**config.mk**
```make
export PLATFORM = sky130hd
export DESIGN_NAME = pcc_cell
export DESIGN_NICKNAME = d
export VERILOG_FILES = /design/src/rtl/pcc_pkg.sv /design/src/rtl/pcc_cell.sv
export SDC_FILE = /design/constraint.sdc
export NUM_CORES = 1
export LEC_CHECK = 0
export BUFFER_PORTS_ARGS = -buffer_cell sky130_fd_sc_hd__buf_2
export CAP_MARGIN = 20
export CORE_UTILIZATION = 50
export DETAILED_ROUTE_END_ITERATION = 7
export PLACE_DENSITY = 0.8
export RECOVER_POWER = 100
export SETUP_SLACK_MARGIN = 0.3
export SKIP_CTS_REPAIR_TIMING = 1
export SLEW_MARGIN = 20
export SYNTH_ARGS = -nofsm -noshare
export SYNTH_HDL_FRONTEND = slang
export SYNTH_SLANG_ARGS = --single-unit
```
**constraint.sdc**
```tcl
create_clock -name clk -period 1.45 [get_ports clk]
set_input_delay 0.145 -clock clk [delete_from_list [all_inputs] [get_ports clk]]
set_output_delay 0.145 -clock clk [all_outputs]
set_load 0.05 [all_outputs]
```
**src/rtl/pcc_pkg.sv**
```systemverilog
// shared types and constants for the palette color cycler
// no dependencies; imported by every module of the block
`timescale 1ns / 1ps

package pcc_pkg;

    localparam int PALETTE_ENTRIES_DEFAULT = 256;
    localparam int CYCLE_SPAN = 32;
    localparam int CELL_AW = $clog2(CYCLE_SPAN);
    localparam int COLOR_W = 24;
    localparam int INDEX_W = 8;
    localparam int CMD_W = 3;
    localparam int MODE_W = 2;

    // cycle modes
    localparam logic [MODE_W-1:0] MODE_CAVES = 2'd0;
    localparam logic [MODE_W-1:0] MODE_NEST  = 2'd1;
    localparam logic [MODE_W-1:0] MODE_CRYPT = 2'd2;

    // slow tick counter values
    localparam logic [1:0] SLOW_RELOAD = 2'd3;
    localparam logic [1:0] SLOW_LAST   = 2'd1;

    typedef enum logic [CMD_W-1:0] {
        CMD_READ    = 3'd0,
        CMD_WRITE   = 3'd1,
        CMD_TICK    = 3'd2,
        CMD_RESTORE = 3'd3,
        CMD_CLEAR   = 3'd4
    } pcc_cmd_t;

    typedef struct packed {
        logic [CMD_W-1:0]   command;
        logic [INDEX_W-1:0] entry_index;
        logic [COLOR_W-1:0] in_color;
    } pcc_item_t;

    typedef struct packed {
        logic [COLOR_W-1:0] out_color;
        logic               modified_flag;
    } pcc_result_t;

    // per-cell control from the top level
    typedef struct packed {
        logic wr;
        logic restore;
        logic take_up;
        logic take_down;
    } pcc_cell_ctrl_t;

endpackage

```
**src/rtl/pcc_cell.sv**
```systemverilog
// one cycling palette entry: live color plus its backup copy
// depends on pcc_pkg for the control struct and color width
`timescale 1ns / 1ps

module pcc_cell (
    input  logic                          clk,
    input  logic                          rst_n,
    input  pcc_pkg::pcc_cell_ctrl_t       ctrl,
    input  logic [pcc_pkg::COLOR_W-1:0]   wr_color,
    input  logic [pcc_pkg::COLOR_W-1:0]   up_color,
    input  logic [pcc_pkg::COLOR_W-1:0]   down_color,
    output logic [pcc_pkg::COLOR_W-1:0]   color
);
    import pcc_pkg::*;

    logic [COLOR_W-1:0] color_reg;
    logic [COLOR_W-1:0] color_next;
    logic [COLOR_W-1:0] backup_reg;
    logic [COLOR_W-1:0] backup_next;

    // write, restore or shift from a neighbor
    always_comb
    begin
        color_next  = color_reg;
        backup_next = backup_reg;
        if (ctrl.wr)
        begin
            color_next  = wr_color;
            backup_next = wr_color;
        end
        else if (ctrl.restore)
        begin
            color_next = backup_reg;
        end
        else if (ctrl.take_up)
        begin
            color_next = up_color;
        end
        else if (ctrl.take_down)
        begin
            color_next = down_color;
        end
    end

    always_ff @(posedge clk or negedge rst_n)
    begin
        if (!rst_n)
        begin
            color_reg  <= '0;
            backup_reg <= '0;
        end
        else
        begin
            color_reg  <= color_next;
            backup_reg <= backup_next;
        end
    end

    assign color = color_reg;

endmodule

```
### Yosys cells after proc, flatten, opt, wreduce, memory -nomap -nowiden

Index checks and enable logic that the tools add are counted.

| word-level totals | value |
|---|---|
| word-level logic and storage cells | 7 |
| output and inout bits | 24 |
| register bits | 48 |
| input port bits | 78 |

| operators by class | value |
|---|---|
| muxes and demuxes | 4 |
| reductions and logical operators | 1 |

Operators with widths:

| kind | number |
|---|---|
| $mux W24 | 4 |
| $reduce_bool A4 Y1 | 1 |

### Longest topological paths before layout

| depth | value |
|---|---|
| word-level depth | 4 |
| depth in mapped cells | 5 |
| gate-level depth less buffers | 3 |

### Worst setup path after synthesis

Ideal clock, no wire load.

| path | value |
|---|---|
| kind | reg-to-reg |
| start | register, netlist name color[23] |
| end | register color_reg[23], in the netlist color[23] |
| stages on the path, launching flop included | 4 |
| setup time | 0.126 ns |
| data required time | 1.324 ns |
| clock period less this slack | 1.177 ns |
| buffers on the path | 0 |
| slack | 0.273 ns |
| arrival | 1.051 ns |
| cells stage by stage | dfrtp_1 > and2b_1 > a211oi_1 > o21ai_1 |

RTL lines:

| item | line | RTL |
|---|---|---|
| end signal: assignment | pcc_cell.sv:54 | `color_reg <= color_next;` |
| end: declaration | pcc_cell.sv:16 | `logic [COLOR_W-1:0] color_reg;` |

### Worst setup path after layout

| path | value |
|---|---|
| start | input ctrl[3] in the netlist's numbering |
| end | register color_reg[1], in the netlist color[1] |

| between the ends | value |
|---|---|
| cells in the longest elaborated chain, start to end | 1 |
| elaborated cells between the ends (all ways) | 2 |
| those cells by class | 1 x mux; 1 x reduce/logical |

Ends and longest elaborated chain:

| item | line | RTL |
|---|---|---|
| start: declaration | pcc_cell.sv:8 | `input pcc_pkg::pcc_cell_ctrl_t ctrl,` |
| $reduce_bool A4 Y1 (no source line) or $mux W24 (tied branches) | - |  |

Parallel ways exist; a longest one is shown, timed or not.
A chain may end at the register's enable or synchronous reset.

==> flow_metrics.env <==
export IMPL_run_status="finished clean"
export IMPL_tritoncts_buffers=5
export IMPL_cts_max_path_buffers=2
export IMPL_critical_path_slowest_cell="sky130_fd_sc_hd__clkbuf_2"
export IMPL_min_delay_start="wr_color[22]"
export IMPL_synth_compound_area_share_pct=22.3
export IMPL_path_cells="clkbuf_1, clkbuf_2, mux2_1, o21ai_1, o21ai_0"
export IMPL_die_area_sq_um=5230
export IMPL_postRouteWirelength_mm=5.75
export IMPL_worstPathMaxFanout=21
export IMPL_ys_ff_latch=48
export IMPL_finalClockSkew_ns=0.00468
export IMPL_track_usage_pct=23.1
export IMPL_cp_data_required_time_ns=1.62
export IMPL_cts_tree="done"
export IMPL_detailroute_wirelength_met2_mm=3.00
export IMPL_design_final_nets=394
export IMPL_globalplace_congestion=0.777
export IMPL_critical_path_class="input port to register"
export IMPL_setup_worst_path_end_class="register"
export IMPL_grt_setup_unrepaired="false"
export IMPL_synth_area_leaders="sky130_fd_sc_hd__dfrtp_1 (49%), sky130_fd_sc_hd__mux2_4 (13%), sky130_fd_sc_hd__o21ai_1 (7.9%)"
export IMPL_drt_vias_per_instance=5.29
export IMPL_wl_met3_microns=237
export IMPL_final_setup_tns_ns=0
export IMPL_cp_num_buf_inv=2
export IMPL_synth_seq_area_share_pct=48.6
export IMPL_yosysUniqueCellTypes=26
export IMPL_synthesis_area_per_instance_sq_um=11.3
export IMPL_grt_max_degree=47
export IMPL_grt_antenna_before_repair=0
export IMPL_crit_family="buffers and inverters"
export IMPL_ant_nets=0
export IMPL_pin_count=102
export IMPL_muxShareOfSynthArea_pct=14.0
export IMPL_layout_worst_path_cycle_share_pct=80.1
export IMPL_min_period_ns=1.16
export IMPL_post_layout_nonfiller_instances=384
export IMPL_comb_power_share_pct=25.7
export IMPL_synthAdderAreaFrac_pct=0
export IMPL_layout_filler_cells=421
export IMPL_detailedPlacementHpwl_mm=4.12
export IMPL_postSynth_topFlopCell="sky130_fd_sc_hd__dfrtp_1"
export IMPL_diode_count=0
export IMPL_syn_instance_count=219
export IMPL_p_seq_share_pct=46.0
export IMPL_synth_simple_gate_area_share_pct=7.65
export IMPL_synth_fp_nets=297
export IMPL_gr_total_overflow=0
export IMPL_core_ar_sq_um=4750
export IMPL_synth_edff_count=0
export IMPL_worstReg2RegStart="color[2]$_DFFE_PN0P_"
export IMPL_timing_max_transition_violations_final=0
export IMPL_die_height_microns=72.3
export IMPL_synth_top_cell_area_share_pct=48.6
export IMPL_ys_warnings_count=0
export IMPL_slowest_delay_ns=0.44
export IMPL_maxUsedRoutingLayer="met4"
export IMPL_dr_total_vias=2032
export IMPL_first_pass_grt_wire_length_mm=9.15
export IMPL_die_wd_microns=72.3
export IMPL_place_inst=375
export IMPL_leakagePower_nw=1.40
export IMPL_maxCapViolCount=0
export IMPL_largest_family_of_logic_cells_by_synthesized_area="compound AO/OA/AOI/OAI gates"
export IMPL_start_kind="input port"
export IMPL_max_slew_margin_rel_pct=60.8
export IMPL_synth_area_leader_cell="sky130_fd_sc_hd__dfrtp_1"
export IMPL_worst_endpoint_arrival_ns=1.33
export IMPL_worst_slew_pin_transition_ns=0.587
export IMPL_initialDrtViolationCount=125
export IMPL_hold_class="input port to register"
export IMPL_routed_wire_length_per_instance_microns=15.0
export IMPL_clock_sinks=48
export IMPL_worstSetupStartpoint="ctrl[3]"
export IMPL_cts_reportedPaths_clkPinSlew_ns=0.09
export IMPL_first_pass_iters=4
export IMPL_detail_route_wirelength_met1_mm=2.39
export IMPL_syn2layout_area_growth_pct=23.3
export IMPL_p_sw_w=0.00106
export IMPL_timing_final_setup_violations=0
export IMPL_layout_cells_sized_above_1_pct=42.6
export IMPL_route_detailed_drc=0
export IMPL_postSynth_asyncResetShare_pct=100
export IMPL_sw_frac_of_total_pct=31.6
export IMPL_first_global_vias=2004
export IMPL_post_synth_instance_area_sq_um=2470
export IMPL_initial_utilization_pct=52.0
export IMPL_pwr_share_clk_pct=28.2
export IMPL_pwr_density_cell_nw_per_um2=1100
export IMPL_io_buffer_count=101
export IMPL_hold_violations=0
export IMPL_timing_fmax_mhz=861
export IMPL_clock_insertion_delay_worst_skew_ns=0.30
export IMPL_ctsRootBufferMaster="sky130_fd_sc_hd__clkbuf_8"
export IMPL_intPower_w=0.00229
export IMPL_vdd_ir_drop_max_uv=516
export IMPL_cts_htree_levels=2
export IMPL_rows=25
export IMPL_yosys_area_share_xor_xnor_pct=0
-- cells in the final DEF (no fill, tap or decap), drive strengths merged, types with 2 or more instances in the layout --
cell	count
nor2b	9
dfrtp	48
and2b	14
a211oi	22
mux2i	2
clkbuf	8
inv	3
nor2	2
nand2	2
buf	107
mux2	22
o21ai	68
-- metrics by stage --
step	setup slack (ns)	hold slack (ns)	cell area (sq um)	utilization (%)	total power (W)
after global routing	0.205	0.0713	3050	64.1	0.00352
after CTS	0.362	-0.244	3120	65.7	0.00347
after global placement	0.245	0.0877	3010	63.3	0.00248
final	0.289	0.0790	3050	64.1	0.00335
after floorplan	0.304	-0.151	2490	-	0.00223
after detailed placement	0.220	0.0870	3010	63.3	0.00250
-- cell type report --
class                   count  area [sq um]  area share, %
clock buffers               5          68.8           2.26
clock inverters             3          42.5           1.40
inverters                   3          11.3          0.370
multi-input cells         147          1010           33.1
flip-flops and latches     48          1220           40.0
well taps                  67          83.8           2.75
repair buffers            111           613           20.1
-- metal layers --
layer  up-vias  GRT usage (%)
met5         -              0
met4         0           10.5
met3        12           3.47
met2        61           40.6
met1       982           28.0
li1        977              -
-- power groups by stage --
stage / combinational [W] / sequential [W] / clock [W]
finish: 0.000862 / 0.00154 / 0.000946
global route: 0.000929 / 0.00156 / 0.00104
CTS: 0.000937 / 0.00155 / 0.000981
detailed placement: 0.000932 / 0.00157 / 0
global placement: 0.000917 / 0.00157 / 0
floorplan: 0.000377 / 0.00185 / 0
-- tightest hold or removal path, stage by stage --
cell and delay, ns:
sky130_fd_sc_hd__buf_2 0.08, sky130_fd_sc_hd__nand2_1 0.05, sky130_fd_sc_hd__o21ai_0 0.06
-- logic make-up (layout without fill, tap and decap cells) --
kind of cell / after synthesis / count (layout)
compound gates: 94 / 94
flops: 48 / 48
simple gates: 29 / 29
mux: 24 / 24
buf+inv: 24 / 122
-- worst paths after layout --
kind / to / slack, ns / depth (start not counted)
max in group asynchronous: color[17]$_DFFE_PN0P_ / 0.63 / 3
setup / recovery: color[1]$_DFFE_PN0P_ / 0.29 / 5
hold / removal: backup_reg[22]$_DFFE_PN0P_ / 0.08 / 3
min in group asynchronous: backup_reg[10]$_DFFE_PN0P_ / 0.31 / 2
hold reg to reg: backup_reg[0]$_DFFE_PN0P_ / 0.49 / 1
setup reg to reg: color[2]$_DFFE_PN0P_ / 0.37 / 3
-- cells in the mapped netlist (all sizes together), types with 2 or more instances --
cell type  instances
dfrtp             48
nor2b              9
o21ai             68
inv                3
clkbuf             7
a211oi            22
nand2              2
mux2              22
mux2i              2
buf               14
and2b             14
nor2               2
Power figures use the tool's default switching activity.
